$ cat config.mk
export PLATFORM = sky130hd
export DESIGN_NAME = integer_to_ascii_radix_flat
export DESIGN_NICKNAME = d
export VERILOG_FILES = /design/src/hdl/itoa_pkg.sv /design/src/hdl/itoa_if.sv /design/src/hdl/itoa_digit_stack.sv /design/src/hdl/integer_to_ascii_radix.sv /design/src/flat_wrapper.sv
export SDC_FILE = /design/constraint.sdc
export NUM_CORES = 1
export LEC_CHECK = 0
export BUFFER_PORTS_ARGS = -buffer_cell sky130_fd_sc_hd__buf_2
export CELL_PAD_IN_SITES_DETAIL_PLACEMENT = 1
export CELL_PAD_IN_SITES_GLOBAL_PLACEMENT = 1
export CORE_UTILIZATION = 55
export CTS_BUF_LIST = sky130_fd_sc_hd__clkbuf_16
export DETAILED_ROUTE_END_ITERATION = 12
export GPL_ROUTABILITY_DRIVEN = 0
export PLACE_DENSITY_LB_ADDON = 0.1
export SLEW_MARGIN = 20
export SYNTH_ARGS = -nofsm -noshare
export SYNTH_HDL_FRONTEND = slang
export SYNTH_SLANG_ARGS = --single-unit
$ cat constraint.sdc
create_clock -name clk_i -period 4.2 [get_ports clk_i]
set_clock_uncertainty 0.15 [all_clocks]
set_input_delay 0.84 -clock clk_i [delete_from_list [all_inputs] [get_ports clk_i]]
set_output_delay 0.84 -clock clk_i [all_outputs]
set_load 0.005 [all_outputs]
$ cat src/hdl/itoa_pkg.sv
`timescale 1ns / 1ps
// ----------------------------------------------------------------------------
// itoa_pkg
// Shared types, constants and helpers of the integer to ASCII converter.
// ----------------------------------------------------------------------------
package itoa_pkg;

  localparam int unsigned ValueBitsDef = 32;
  localparam int unsigned RadixBits    = 5;
  localparam int unsigned DigitBits    = 4;
  localparam int unsigned CharBits     = 7;

  localparam logic [RadixBits-1:0] MinRadix = RadixBits'(2);
  localparam logic [RadixBits-1:0] MaxRadix = RadixBits'(16);
  localparam logic [RadixBits-1:0] DecRadix = RadixBits'(10);

  localparam logic [CharBits-1:0] DigitBase  = CharBits'(48);
  localparam logic [CharBits-1:0] LetterBase = CharBits'(55);
  localparam logic [CharBits-1:0] MinusChar  = CharBits'(45);
  localparam logic [CharBits-1:0] ErrorChar  = CharBits'(0);

  typedef enum logic [2:0] {
    ST_IDLE,
    ST_DIV,
    ST_SIGN,
    ST_READ,
    ST_EMIT,
    ST_ERR
  } itoa_state_e;

  typedef struct packed {
    logic push;
    logic pop;
  } stk_ctrl_t;

  function automatic logic [CharBits-1:0] digit_char(input logic [DigitBits-1:0] d);
    logic [CharBits-1:0] ext;
    ext = CharBits'(d);
    return (d < DigitBits'(10)) ? (ext + DigitBase) : (ext + LetterBase);
  endfunction

endpackage

$ cat src/hdl/itoa_if.sv
`timescale 1ns / 1ps
// ----------------------------------------------------------------------------
// itoa_in_if / itoa_out_if
// Valid/ready channels carrying the conversion request and the characters.
// ----------------------------------------------------------------------------
interface itoa_in_if #(
  parameter int unsigned VALUE_BITS = itoa_pkg::ValueBitsDef
);
  logic                                valid;
  logic                                ready;
  logic signed [VALUE_BITS-1:0]        value;
  logic [itoa_pkg::RadixBits-1:0]      radix;

  modport source (output valid, output value, output radix, input ready);
  modport sink   (input valid, input value, input radix, output ready);
endinterface

interface itoa_out_if;
  logic                                valid;
  logic                                ready;
  logic [itoa_pkg::CharBits-1:0]       character;
  logic                                last;
  logic                                bad_radix;

  modport source (output valid, output character, output last, output bad_radix,
                  input ready);
  modport sink   (input valid, input character, input last, input bad_radix,
                  output ready);
endinterface

$ cat src/hdl/itoa_digit_stack.sv
`timescale 1ns / 1ps
// ----------------------------------------------------------------------------
// itoa_digit_stack
// LIFO of digits: pushed least significant first, popped most significant
// first. Registered read data.
// ----------------------------------------------------------------------------
module itoa_digit_stack #(
  parameter int unsigned DEPTH = itoa_pkg::ValueBitsDef
) (
  input  logic                              clk_i,
  input  logic                              rst_ni,
  input  itoa_pkg::stk_ctrl_t               ctrl_i,
  input  logic [itoa_pkg::DigitBits-1:0]    wdata_i,
  output logic [itoa_pkg::DigitBits-1:0]    rdata_o,
  output logic                              empty_o
);

  localparam int unsigned AW = (DEPTH > 1) ? $clog2(DEPTH) : 1;
  localparam int unsigned SW = $clog2(DEPTH + 1);

  logic [itoa_pkg::DigitBits-1:0] mem [DEPTH];
  logic [SW-1:0]                  sp_q, sp_d;
  logic [SW-1:0]                  sp_dec;
  logic [itoa_pkg::DigitBits-1:0] rdata_q;

  assign sp_dec = sp_q - SW'(1);

  always_comb begin
    sp_d = sp_q;
    if (ctrl_i.push) begin
      sp_d = sp_q + SW'(1);
    end else if (ctrl_i.pop) begin
      sp_d = sp_dec;
    end
  end

  always_ff @(posedge clk_i or negedge rst_ni) begin
    if (!rst_ni) begin
      sp_q <= '0;
    end else begin
      sp_q <= sp_d;
    end
  end

  always_ff @(posedge clk_i) begin
    if (ctrl_i.push) begin
      mem[sp_q[AW-1:0]] <= wdata_i;
    end
    if (ctrl_i.pop) begin
      rdata_q <= mem[sp_dec[AW-1:0]];
    end
  end

  assign rdata_o = rdata_q;
  assign empty_o = (sp_q == '0);

endmodule

$ cat src/hdl/integer_to_ascii_radix.sv
`timescale 1ns / 1ps
// ----------------------------------------------------------------------------
// integer_to_ascii_radix
// Converts a signed integer to ASCII characters in radix 2 to 16.
// ----------------------------------------------------------------------------
// Usage:
//   in_bus  (sink): value and radix; one request beat per conversion.
//   out_bus (source): one beat per character, most significant digit first,
//   last set on the final beat. A radix outside 2..16 gives a single beat
//   with character 0, last and bad_radix set. Base 10 negatives start '-'.
// Timing:
//   Each digit comes from a bit-serial restoring division of the magnitude
//   by the radix, one quotient bit per cycle.
//   Digits go onto a LIFO and are popped most significant first, each
//   character passing through ST_READ and then ST_EMIT. One request is
//   worked at a time and in_bus.ready is high only when idle. An invalid
//   radix goes through ST_ERR, which loads the single error beat.
// Reset:
//   rst_ni clears the control state and the output valid; no clearing pass.
// Stall:
//   Results wait in the output register while out_bus.ready is low; the
//   states that load it (ST_ERR, ST_SIGN, ST_EMIT) hold until it frees up.
// ----------------------------------------------------------------------------
module integer_to_ascii_radix #(
  parameter int unsigned VALUE_BITS = itoa_pkg::ValueBitsDef
) (
  input  logic       clk_i,
  input  logic       rst_ni,
  itoa_in_if.sink    in_bus,
  itoa_out_if.source out_bus
);

  localparam int unsigned CW = $clog2(VALUE_BITS);
  localparam int unsigned DB = itoa_pkg::DigitBits;
  localparam int unsigned RB = itoa_pkg::RadixBits;
  localparam int unsigned CB = itoa_pkg::CharBits;

  itoa_pkg::itoa_state_e state_q, state_d;

  logic [VALUE_BITS-1:0] mag_q;
  logic [RB-1:0]         radix_q;
  logic                  neg_q;
  logic [CW-1:0]         cnt_q;
  logic [DB-1:0]         rem_q;
  logic                  qnz_q;

  logic                  in_fire;
  logic                  in_bad;
  logic [RB-1:0]         trial;
  logic [RB-1:0]         trial_sub;
  logic                  qbit;
  logic [DB-1:0]         rem_next;
  logic                  div_last;
  logic                  quot_nz;

  itoa_pkg::stk_ctrl_t   stk_ctrl;
  logic [DB-1:0]         stk_rdata;
  logic                  stk_empty;

  logic                  out_valid_q;
  logic [CB-1:0]         char_q;
  logic                  last_q;
  logic                  bad_q;
  logic                  out_free;
  logic                  out_load;
  logic [CB-1:0]         load_char;
  logic                  load_last;
  logic                  load_bad;

  assign in_bus.ready = (state_q == itoa_pkg::ST_IDLE);
  assign in_fire      = in_bus.valid && in_bus.ready;
  assign in_bad       = (in_bus.radix < itoa_pkg::MinRadix) ||
                        (in_bus.radix > itoa_pkg::MaxRadix);
  assign out_free     = !out_valid_q || out_bus.ready;

  // one restoring division step
  assign trial     = {rem_q, mag_q[VALUE_BITS-1]};
  assign qbit      = (trial >= radix_q);
  assign trial_sub = trial - radix_q;
  assign rem_next  = qbit ? trial_sub[DB-1:0] : trial[DB-1:0];
  assign div_last  = (cnt_q == CW'(VALUE_BITS - 1));
  assign quot_nz   = qnz_q | qbit;

  always_comb begin
    state_d       = state_q;
    stk_ctrl      = '0;
    out_load      = 1'b0;
    load_char     = itoa_pkg::ErrorChar;
    load_last     = 1'b0;
    load_bad      = 1'b0;
    unique case (state_q)
      itoa_pkg::ST_IDLE: begin
        if (in_fire) begin
          state_d = in_bad ? itoa_pkg::ST_ERR : itoa_pkg::ST_DIV;
        end
      end
      itoa_pkg::ST_ERR: begin
        if (out_free) begin
          out_load  = 1'b1;
          load_char = itoa_pkg::ErrorChar;
          load_last = 1'b1;
          load_bad  = 1'b1;
          state_d   = itoa_pkg::ST_IDLE;
        end
      end
      itoa_pkg::ST_DIV: begin
        if (div_last) begin
          stk_ctrl.push = 1'b1;
          if (!quot_nz) begin
            state_d = (neg_q && (radix_q == itoa_pkg::DecRadix)) ?
                      itoa_pkg::ST_SIGN : itoa_pkg::ST_READ;
          end
        end
      end
      itoa_pkg::ST_SIGN: begin
        if (out_free) begin
          out_load  = 1'b1;
          load_char = itoa_pkg::MinusChar;
          state_d   = itoa_pkg::ST_READ;
        end
      end
      itoa_pkg::ST_READ: begin
        stk_ctrl.pop = 1'b1;
        state_d      = itoa_pkg::ST_EMIT;
      end
      itoa_pkg::ST_EMIT: begin
        if (out_free) begin
          out_load  = 1'b1;
          load_char = itoa_pkg::digit_char(stk_rdata);
          load_last = stk_empty;
          state_d   = stk_empty ? itoa_pkg::ST_IDLE : itoa_pkg::ST_READ;
        end
      end
      default: state_d = itoa_pkg::ST_IDLE;
    endcase
  end

  always_ff @(posedge clk_i or negedge rst_ni) begin
    if (!rst_ni) begin
      state_q <= itoa_pkg::ST_IDLE;
    end else begin
      state_q <= state_d;
    end
  end

  always_ff @(posedge clk_i or negedge rst_ni) begin
    if (!rst_ni) begin
      cnt_q <= '0;
      rem_q <= '0;
      qnz_q <= 1'b0;
    end else if (in_fire || (state_q == itoa_pkg::ST_DIV && div_last)) begin
      cnt_q <= '0;
      rem_q <= '0;
      qnz_q <= 1'b0;
    end else if (state_q == itoa_pkg::ST_DIV) begin
      cnt_q <= cnt_q + CW'(1);
      rem_q <= rem_next;
      qnz_q <= quot_nz;
    end
  end

  always_ff @(posedge clk_i) begin
    if (in_fire) begin
      mag_q   <= in_bus.value[VALUE_BITS-1] ? (~in_bus.value + VALUE_BITS'(1))
                                            : in_bus.value;
      radix_q <= in_bus.radix;
      neg_q   <= in_bus.value[VALUE_BITS-1];
    end else if (state_q == itoa_pkg::ST_DIV) begin
      mag_q <= {mag_q[VALUE_BITS-2:0], qbit};
    end
  end

  itoa_digit_stack #(
    .DEPTH (VALUE_BITS)
  ) u_stack (
    .clk_i   (clk_i),
    .rst_ni  (rst_ni),
    .ctrl_i  (stk_ctrl),
    .wdata_i (rem_next),
    .rdata_o (stk_rdata),
    .empty_o (stk_empty)
  );

  always_ff @(posedge clk_i or negedge rst_ni) begin
    if (!rst_ni) begin
      out_valid_q <= 1'b0;
    end else if (out_load) begin
      out_valid_q <= 1'b1;
    end else if (out_bus.ready) begin
      out_valid_q <= 1'b0;
    end
  end

  always_ff @(posedge clk_i) begin
    if (out_load) begin
      char_q <= load_char;
      last_q <= load_last;
      bad_q  <= load_bad;
    end
  end

  assign out_bus.valid     = out_valid_q;
  assign out_bus.character = char_q;
  assign out_bus.last      = last_q;
  assign out_bus.bad_radix = bad_q;

  a_bad_is_last: assert property (@(posedge clk_i) disable iff (!rst_ni)
    (out_valid_q && bad_q) |-> last_q)
    else $error("bad radix beat without last");

  a_idle_stack_empty: assert property (@(posedge clk_i) disable iff (!rst_ni)
    in_fire |-> stk_empty)
    else $error("request accepted with digits still stacked");

  a_push_only_dividing: assert property (@(posedge clk_i) disable iff (!rst_ni)
    stk_ctrl.push |=> (state_q == itoa_pkg::ST_DIV || state_q == itoa_pkg::ST_SIGN ||
                       state_q == itoa_pkg::ST_READ))
    else $error("unexpected state after digit push");

  a_last_ends_item: assert property (@(posedge clk_i) disable iff (!rst_ni)
    (out_load && load_last) |=> (state_q == itoa_pkg::ST_IDLE))
    else $error("last beat loaded but converter not idle");

endmodule

$ cat src/flat_wrapper.sv
// flat-port wrapper written by rule: the top's interface ports become plain ports
module integer_to_ascii_radix_flat 
#(
  parameter int unsigned VALUE_BITS = itoa_pkg::ValueBitsDef
)
  (clk_i, rst_ni, in_bus_valid, in_bus_value, in_bus_radix, in_bus_ready, out_bus_valid, out_bus_character, out_bus_last, out_bus_bad_radix, out_bus_ready);
  itoa_in_if #(.VALUE_BITS(VALUE_BITS)) in_bus_i ();
  itoa_out_if out_bus_i ();
  input  logic clk_i;
  input  logic rst_ni;
  input wire logic [$bits(in_bus_i.valid)-1:0] in_bus_valid;
  input wire logic [$bits(in_bus_i.value)-1:0] in_bus_value;
  input wire logic [$bits(in_bus_i.radix)-1:0] in_bus_radix;
  output wire logic [$bits(in_bus_i.ready)-1:0] in_bus_ready;
  output wire logic [$bits(out_bus_i.valid)-1:0] out_bus_valid;
  output wire logic [$bits(out_bus_i.character)-1:0] out_bus_character;
  output wire logic [$bits(out_bus_i.last)-1:0] out_bus_last;
  output wire logic [$bits(out_bus_i.bad_radix)-1:0] out_bus_bad_radix;
  input wire logic [$bits(out_bus_i.ready)-1:0] out_bus_ready;
  assign in_bus_i.valid = in_bus_valid;
  assign in_bus_i.value = in_bus_value;
  assign in_bus_i.radix = in_bus_radix;
  assign in_bus_ready = in_bus_i.ready;
  assign out_bus_valid = out_bus_i.valid;
  assign out_bus_character = out_bus_i.character;
  assign out_bus_last = out_bus_i.last;
  assign out_bus_bad_radix = out_bus_i.bad_radix;
  assign out_bus_i.ready = out_bus_ready;
  integer_to_ascii_radix #(.VALUE_BITS(VALUE_BITS)) u_core (.clk_i(clk_i), .rst_ni(rst_ni), .in_bus(in_bus_i), .out_bus(out_bus_i));
endmodule
==> results of run 1 <==
-- cell type report --
cell class / instances / area (um2)
Fill cell: 1587 / 6220
Multi-Input combinational cell: 415 / 3150
Timing Repair Buffer: 57 / 313
Clock buffer: 17 / 425
Tap cell: 220 / 275
Clock inverter: 15 / 204
Inverter: 17 / 63.8
Sequential cell: 199 / 5880
-- cell usage in the layout (no fill, tap or decap), drive strengths merged, types with 7 or more instances in the layout --
cell type	netlist	layout
a21oi	16	16
xnor2	10	10
nand3	9	9
dfrtp	20	20
buf	16	57
or3	8	8
o41ai	11	11
o21ai	47	47
clkbuf	16	17
mux2i	8	8
nand2	69	69
edfxtp	179	179
mux4	32	32
nor2	59	59
xor2	29	29
inv	17	25
nand3b	7	7
ha	13	13
nor3	9	9
o31ai	7	7
-- logic make-up (layout without fill, tap and decap cells) --
group,Yosys count,count (layout),share of synthesized area [%]
DFF,199,199,63.6
and+or+nand+nor,197,197,10.4
AOI/OAI and AO/OA,121,121,8.70
buffers and inverters,49,106,2.44
muxes,44,44,9.15
xor gates and xnor gates,39,39,3.78
adders and majority gates,14,14,1.98
-- worst max-delay path: cells and delay by family (launching register included) --
kind,cells,cell delay (ps)
buf+inv,1,230
flops,1,430
simple gates,4,1370
fa+ha+maj,2,510
-- metrics by stage --
step / instances / hold WS, ps / area [um2] / power [mW]
final: 940 / 204 / 10300 / 6.91
after global routing: 940 / 213 / 10300 / 7.24
after CTS: 940 / 192 / 10300 / 6.97
after detailed placement: 908 / 323 / 9680 / 5.27
after global placement: 908 / 322 / 9680 / 5.13
after floorplan: 663 / 293 / 9250 / 4.54
-- final timing paths --
check / start / end
max in group asynchronous: rst_ni / u_core.u_stack.sp_q[0]$_DFFE_PN0P_
worst min register to register: u_core.u_stack.sp_q[5]$_DFFE_PN0P_ / u_core.u_stack.sp_q[5]$_DFFE_PN0P_
min in group clk_i: u_core.u_stack.sp_q[5]$_DFFE_PN0P_ / u_core.u_stack.sp_q[5]$_DFFE_PN0P_
worst max-delay path: u_core.cnt_q[0]$_DFFE_PN0P_ / u_core.u_stack.mem[15][1]$_DFFE_PP_
worst max register to register: u_core.cnt_q[0]$_DFFE_PN0P_ / u_core.u_stack.mem[15][1]$_DFFE_PP_
worst min-delay path: rst_ni / u_core.cnt_q[0]$_DFFE_PN0P_
-- sequential cells by signal (all words and copies together) (netlist names) --
name and cells:
u_core.radix_q 5, u_core.u_stack.sp_q 6, u_core.neg_q 1, u_core.out_bus.valid 1, u_core.state_q 3, u_core.qnz_q 1, u_core.rem_q 4, u_core.out_bus.character 7
u_core.cnt_q 5, u_core.mag_q 32, u_core.out_bus.last 1, u_core.u_stack.mem 128, u_core.u_stack.rdata_o 4, u_core.out_bus.bad_radix 1
-- routing by layer --
metal	wire [um]	share of wire, %	up-vias	track usage (%)
met5	0	0	-	0
met4	282	1.4	0	9.24
met3	809	3.9	24	4.40
met2	10500	51	124	41.7
met1	9010	44	2955	34.5
li1	-	-	2633	-
-- power by group --
part	switching, mW	leakage (nW)	total [mW]	internal (mW)
combinational	1.38	1.43	2.26	0.878
sequential	0.131	1.92	2.95	2.82
clock	0.822	0.302	1.69	0.872
total	2.33	3.65	6.91	4.57
==> flow_metrics.env, run 1 <==
export IMPL_dp_hpwl_mm=14.3
export IMPL_cts_made_buffers=17
export IMPL_htree_levels=4
export IMPL_synthArstFlopShare_pct=10.1
export IMPL_critical_path_most_common_cell="ha_1"
export IMPL_leakage_nw=3.65
export IMPL_crit_fanout=11
export IMPL_synth_top_area_share_pct=58.1
export IMPL_post_place_ws_ps=1140
export IMPL_ys_flop_type="edfxtp_1"
export IMPL_io_buffers=51
export IMPL_cts_tree="yes"
export IMPL_post_route_period_util_pct=72.3
export IMPL_clk_path_buf_depth=2
export IMPL_ir_drop_v=0.000344
export IMPL_synth_most_common_cell="edfxtp_1"
export IMPL_wl_per_cell_um=21.9
export IMPL_maxCapViolCount=0
export IMPL_final_setup_worst_slack_ps=1170
export IMPL_post_route_util_pct=62.4
export IMPL_synth_area_top_cells="edfxtp_1, mux4_2, dfrtp_1"
export IMPL_synth_commonest_cells="edfxtp_1, nand2_1, nor2_1"
export IMPL_synth_warnings=0
export IMPL_power_density_mw_per_mm2=670
export IMPL_crit_type="reg -> reg"
export IMPL_drc=0
export IMPL_clkSinkCount=199
export IMPL_clkTransAtPathRegs_ps=70
export IMPL_ff2ff_path_depth=7
export IMPL_postCtsSetupBuffers=0
export IMPL_core_mm2=0.0165
export IMPL_ys_ff_latch=199
export IMPL_hold_class="in -> async"
export IMPL_synth_cell_types=64
export IMPL_max_freq_ghz=0.330
export IMPL_yosysSeqAreaShare_pct=63.6
export IMPL_r2r_setup_slack_ps=1170
export IMPL_initial_core_util_pct=55.9
export IMPL_critPathSlowestCell="nor2_1"
export IMPL_cp_end_kind="flip-flop"
export IMPL_drive_above_1_share_pct=19.6
export IMPL_viasPerCell=6.10
export IMPL_status="finished clean"
export IMPL_io_pins=52
export IMPL_syn_num_nets=718
export IMPL_path_cells="ha_1 -> and3_1 -> ha_1 -> nor4bb_1 -> buf_4 -> nand2_1 -> nor2_1"
export IMPL_antennaDiodeCount=0
export IMPL_cp_start_kind="flip-flop"
export IMPL_firstDrtPassIters=4
export IMPL_die_area_mm2=0.0173
export IMPL_drv_slew=0
export IMPL_hold_violations=0
export IMPL_crit_required_ps=4140
export IMPL_die_width_um=132
export IMPL_fin_nets=762
export IMPL_clk_latency_ps=440
export IMPL_dr_total_vias=5736
export IMPL_synth_area_mm2=0.00925
export IMPL_ant_nets=0
export IMPL_syn_to_final_growth_pct=11.5
export IMPL_worst_slew_pin_slew_ps=896
export IMPL_cts_hold_buf=0
export IMPL_yosysTopAreaCell="edfxtp_1"
export IMPL_period_needed_ps=3030
export IMPL_crit_arrival_ps=2980
export IMPL_cp_slowest_stage_delay_ps=480
export IMPL_synth_edf_count=179
export IMPL_wirelength_mm=20.6
export IMPL_root_buffer="clkbuf_16"
export IMPL_grt_max_degree=63
export IMPL_setup_viol=0
export IMPL_slew_headroom_pct=39.9
export IMPL_antenna_found_initial=0
export IMPL_cts_resized=0
export IMPL_grt_pass1_vias=6060
export IMPL_grt_pass1_wl_mm=33.4
export IMPL_die_height_um=132
export IMPL_syn_mean_instance_area_um2=13.9
export IMPL_overflow=0
export IMPL_fp_row_count=47
export IMPL_track_usage_pct=25.5
export IMPL_drt_iter0_markers=268
export IMPL_rsz0062_at_grt="false"
export IMPL_setup_tns_ps=0
export IMPL_synthCells=663
No activity file was read; power rests on OpenSTA's default activity.
==> inputs of run 2 (changes only) <==
- CORE_UTILIZATION: 55 -> 46
- clock period: 4.2 -> 2.46 ns (I/O delays scaled with it)
==> run 2 against run 1 <==
Final area increased by 7.3%; combinational power increased by 110%; critical path depth unchanged; routed wire length increased by 2.6%; highest routed layer unchanged; final cell count increased by 11%; register-to-register slack got worse by 1100 ps; largest power group unchanged.
==> flow_metrics.env, run 2 (same netlist as run 1, synthesis figures left out) <==
export IMPL_status="finished clean"
export IMPL_initial_core_util_pct=47.2
export IMPL_core_mm2=0.0196
export IMPL_largest_reg_flops=128
export IMPL_seq_area_mm2=0.00588
export IMPL_crit_fanout=14
export IMPL_io_pins=52
export IMPL_period_needed_ps=2400
export IMPL_final_common_cell="edfxtp_1"
export IMPL_viasPerCell=5.59
export IMPL_antennaDiodeCount=0
export IMPL_die_height_um=144
export IMPL_max_freq_ghz=0.417
export IMPL_overflow=0
export IMPL_drv_slew=0
export IMPL_clkTransAtPathRegs_ps=70
export IMPL_ant_nets=0
export IMPL_cts_tree="yes"
export IMPL_multi_input_area_mm2=0.00327
export IMPL_root_buffer="clkbuf_16"
export IMPL_firstDrtPassIters=5
export IMPL_clk_path_buf_depth=2
export IMPL_wl_per_cell_um=20.2
export IMPL_leakage_nw=4.02
export IMPL_drt_iter0_markers=384
export IMPL_grt_max_degree=63
export IMPL_grt_pass1_wl_mm=34.2
export IMPL_fin_nets=825
export IMPL_maxCapViolCount=0
export IMPL_whs_ps=97.3
export IMPL_crit_arrival_ps=2380
export IMPL_layout_common_cells="edfxtp_1, nand2_1, buf_4"
export IMPL_setup_viol=0
export IMPL_antenna_found_initial=0
export IMPL_clkSinkCount=199
export IMPL_crit_type="reg -> reg"
export IMPL_clk_latency_ps=440
export IMPL_dr_total_vias=5858
export IMPL_cp_start_kind="flip-flop"
export IMPL_cp_end_kind="flip-flop"
export IMPL_dp_cells=1014
export IMPL_power_total_mw=12.6
export IMPL_cts_made_buffers=17
export IMPL_hold_violations=0
export IMPL_die_width_um=144
export IMPL_power_density_mw_per_mm2=1140
export IMPL_slew_headroom_pct=58.6
export IMPL_syn_to_final_growth_pct=19.6
export IMPL_track_usage_pct=22.3
export IMPL_io_buffers=51
export IMPL_dp_hpwl_mm=15.0
export IMPL_post_route_period_util_pct=97.4
export IMPL_ff2ff_path_depth=7
export IMPL_worst_slew_pin_slew_ps=612
export IMPL_drc=0
export IMPL_nFillCells=1941
export IMPL_hold_depth=1
export IMPL_drive_above_1_share_pct=29.1
export IMPL_fin_cells=1048
export IMPL_fp_row_count=51
export IMPL_ir_drop_v=0.000723
export IMPL_hold_class="in -> reg"
export IMPL_setup_tns_ps=0
export IMPL_wirelength_mm=21.2
export IMPL_htree_levels=4
export IMPL_grt_pass1_vias=6349
export IMPL_crit_required_ps=2440
export IMPL_die_area_mm2=0.0207
==> run 2: cell count changes in the layout (fill, tap and decap cells not counted), moves of 3 or more <==
| cell | change |
|---|---|
| nor2_1 | -15 |
| buf_4 | +52 |
| buf_12 | +10 |
| clkinvlp_4 | +3 |
| clkinv_8 | -4 |
| nor2_2 | +15 |
==> run 2: path summary, 6_finish.rpt <==
check	to	start	slack, ps
setup reg to reg	u_core.u_stack.rdata_o[1]$_DFFE_PN_	u_core.u_stack.sp_q[0]$_DFFE_PN0P_	60
max in group asynchronous	u_core.u_stack.sp_q[3]$_DFFE_PN0P_	rst_ni	1380
hold / removal	u_core.radix_q[0]$_DFFE_PP_	in_bus_radix[0]	100
setup / recovery	u_core.u_stack.rdata_o[1]$_DFFE_PN_	u_core.u_stack.sp_q[0]$_DFFE_PN0P_	60
hold reg to reg	u_core.u_stack.sp_q[5]$_DFFE_PN0P_	u_core.u_stack.sp_q[5]$_DFFE_PN0P_	340
min in group asynchronous	u_core.cnt_q[4]$_DFFE_PN0P_	rst_ni	410
==> run 2: layout make-up <==
cell class | instances | area share, %
timing repair buffer | 120 | 8.26
multi-input combinational | 415 | 29.5
tap | 265 | 3.00
inverter | 17 | 0.611
sequential | 199 | 53.2
clock buffer | 17 | 3.85
clock inverter | 15 | 1.60
==> run 2: report_power, final <==
part	leakage, nW	switching [mW]	total, mW	internal, mW
clock network	0.291	1.27	2.87	1.61
registers	1.91	0.199	5.01	4.81
logic	1.81	2.64	4.76	2.12
==> run 2: timing repair <==
item | in CTS | in global routing
endpoints found under the hold margin | 20 | 0
pin swaps | 1 | 1
buffers inserted | 1 | 0
setup endpoints to repair | 124 | 52
hold buffers | 1 | 0
resized for setup | 15 | 13
==> run 2: critical path, stage by stage (launching register included) <==
cell      delay (ps)
dfrtp_2          390
inv_1             70
ha_2             400
buf_12           170
mux4_2           310
mux2i_1          310
a32o_1           220
a311oi_1          80
==> run 2: stage by stage <==
stage | area (um2) | worst slack, ps | util (%)
2_1_floorplan | 9300 | 5.01 | -
3_3_place_gp | 10300 | 10.5 | 52.8
4_1_cts | 11000 | 24.7 | 56.2
3_5_place_dp | 10300 | -147 | 52.8
6_report | 11100 | 63.7 | 56.5
5_1_grt | 11100 | -30.7 | 56.5
==> run 2: routing by layer <==
| metal | part of all wire (%) | global-route usage [%] | up-vias | wire, um |
|---|---|---|---|---|
| li1 | - | - | 2753 | - |
| met1 | 45 | 29.4 | 2972 | 9480 |
| met2 | 51 | 37.8 | 111 | 10700 |
| met3 | 3.4 | 4.13 | 22 | 721 |
| met4 | 1.0 | 6.27 | 0 | 221 |
| met5 | 0 | 0 | - | 0 |
==> inputs of run 3 (changes only) <==
- SETUP_SLACK_MARGIN: default -> 0.5
==> run 3 against run 2 <==
Final area rose by 11%; flip-flop and latch count did not move; die area did not move; sequential share of layout area fell by 5.2 points; critical path depth rose by 1; non-clock buffer count rose by 20; sequential power barely moved; clock-buffer cell count did not move; critical path type unchanged; setup slack improved by 120 ps; via count rose by 7.7%; clock power rose by 1%; maximum frequency rose by 5.2%.
==> flow_metrics.env, run 3 (same netlist as run 1, synthesis figures left out) <==
export IMPL_status="finished clean"
export IMPL_power_density_mw_per_mm2=1210
export IMPL_max_freq_ghz=0.439
export IMPL_die_height_um=144
export IMPL_maxCapViolCount=0
export IMPL_drive_above_1_share_pct=43.6
export IMPL_initial_core_util_pct=47.2
export IMPL_firstDrtPassIters=5
export IMPL_fin_cells=1077
export IMPL_hold_class="in -> reg"
export IMPL_worstReg2RegEnd="u_core.u_stack.mem[29][3]$_DFFE_PP_"
export IMPL_crit_arrival_ps=2300
export IMPL_antennaDiodeCount=0
export IMPL_r2r_setup_slack_ps=180
export IMPL_clk_path_buf_depth=2
export IMPL_clk_latency_ps=450
export IMPL_post_route_period_util_pct=92.6
export IMPL_crit_fanout=8
export IMPL_cts_made_buffers=17
export IMPL_ant_nets=0
export IMPL_cts_tree="yes"
export IMPL_period_needed_ps=2280
export IMPL_wl_per_cell_um=24.2
export IMPL_layout_common_cells="edfxtp_1, nand2_1, buf_4"
export IMPL_fin_nets=854
export IMPL_cp_end_kind="flip-flop"
export IMPL_overflow=0
export IMPL_viasPerCell=5.86
export IMPL_die_area_mm2=0.0207
export IMPL_htree_levels=4
export IMPL_crit_required_ps=2480
export IMPL_cp_start_kind="flip-flop"
export IMPL_grt_pass1_vias=6636
export IMPL_reg2reg_from="u_core.radix_q[2]$_DFFE_PP_"
export IMPL_clkTransAtPathRegs_ps=80
export IMPL_grt_max_degree=63
export IMPL_min_to="u_core.radix_q[0]$_DFFE_PP_"
export IMPL_ff2ff_path_depth=8
export IMPL_dp_cells=982
export IMPL_fp_row_count=51
export IMPL_ir_drop_v=0.000555
export IMPL_drt_iter0_markers=510
export IMPL_wirelength_mm=26.0
export IMPL_final_setup_worst_slack_ps=183
export IMPL_power_total_mw=14.9
export IMPL_setup_tns_ps=0
export IMPL_dp_hpwl_mm=15.3
export IMPL_dr_total_vias=6310
export IMPL_track_usage_pct=26.3
export IMPL_clkSinkCount=199
export IMPL_rsz0062_at_grt="true"
export IMPL_setup_viol=0
export IMPL_largest_reg_flops=128
export IMPL_io_pins=52
export IMPL_syn_to_final_growth_pct=32.7
export IMPL_post_place_ws_ps=32.2
export IMPL_io_buffers=51
export IMPL_core_mm2=0.0196
export IMPL_grt_pass1_wl_mm=38.9
export IMPL_crit_type="reg -> reg"
export IMPL_whs_ps=85.8
export IMPL_leakage_nw=4.40
export IMPL_antenna_found_initial=0
export IMPL_die_width_um=144
export IMPL_final_common_cell="edfxtp_1"
export IMPL_hold_depth=1
export IMPL_hold_start="in_bus_radix[0]"
export IMPL_root_buffer="clkbuf_16"
export IMPL_slew_headroom_pct=61.3
export IMPL_drc=0
export IMPL_worst_slew_pin_slew_ps=575
export IMPL_drv_slew=0
export IMPL_hold_violations=0
-- run 3: cell count changes in the layout (fill, tap and decap cells not counted), sizes merged --
cell / before / now
mux2: 4 / 12
clkinv: 3 / 6
bufinv: 3 / 2
buf: 119 / 138
nand4b: 2 / 3
clkbuf: 17 / 18
clkinvlp: 4 / 2
-- run 3: per-layer routing --
layer | vias up | global-route usage (%) | part of all wire, %
met3 | 36 | 4.70 | 4.7
met5 | - | 0 | 0
met2 | 198 | 45.7 | 52
met4 | 0 | 8.29 | 1.9
li1 | 2839 | - | -
met1 | 3237 | 33.2 | 41
-- run 3: worst max path at each step --
stage | start | to | slack, ps | depth (start not counted)
4_1_cts | u_core.radix_q[2]$_DFFE_PP_ | u_core.rem_q[0]$_DFFE_PN0P_ | 200 | 10
3_3_place_gp | in_bus_value[0] | u_core.mag_q[30]$_DFFE_PP_ | 70 | 8
5_1_grt | u_core.radix_q[4]$_DFFE_PP_ | u_core.rem_q[0]$_DFFE_PN0P_ | 90 | 9
2_1_floorplan | u_core.u_stack.sp_q[0]$_DFFE_PN0P_ | u_core.u_stack.rdata_o[2]$_DFFE_PN_ | 140 | 10
3_5_place_dp | in_bus_value[0] | u_core.mag_q[30]$_DFFE_PP_ | 30 | 8
6_report | u_core.radix_q[2]$_DFFE_PP_ | u_core.u_stack.mem[29][3]$_DFFE_PP_ | 180 | 8
-- run 3: worst max-delay path, stage by stage, from the launching register on --
cell and delay (ps):
edfxtp_1 410, inv_2 80, ha_4 200, a21o_1 210
a31oi_4 170, o21ai_4 90, buf_4 180, buf_16 140
mux2_4 370
-- run 3: layout make-up --
| cell class | count | area (um2) |
|---|---|---|
| Fill cell | 1817 | 7320 |
| Clock buffer | 17 | 425 |
| Clock inverter | 15 | 189 |
| Sequential cell | 199 | 5890 |
| Tap cell | 265 | 332 |
| Timing Repair Buffer | 140 | 1180 |
| Multi-Input combinational cell | 424 | 4170 |
| Inverter | 17 | 87.6 |
-- run 3: through the flow --
stage	utilization, %	cell area [um2]
after floorplan	-	9920
after global placement	54.1	10600
after detailed placement	54.1	10600
after CTS	61.5	12000
after global routing	62.6	12300
final	62.6	12300
-- run 3: report_power, final --
part           switching (mW)  internal [mW]  leakage [nW]
sequential              0.229           4.81          1.91
combinational            3.68           3.23          2.19
clock                    1.37           1.55         0.298
total                    5.28           9.58          4.40
-- run 3: repair_timing --
| item | 4_1_cts | 5_1_grt |
|---|---|---|
| endpoints found under the hold margin | 20 | 0 |
| cloned | 10 | 1 |
| hold buffers | 1 | 0 |
| resized for setup | 68 | 32 |
| endpoints found under the setup margin | 324 | 303 |
| buffers inserted | 41 | 10 |
| pin swaps | 23 | 16 |
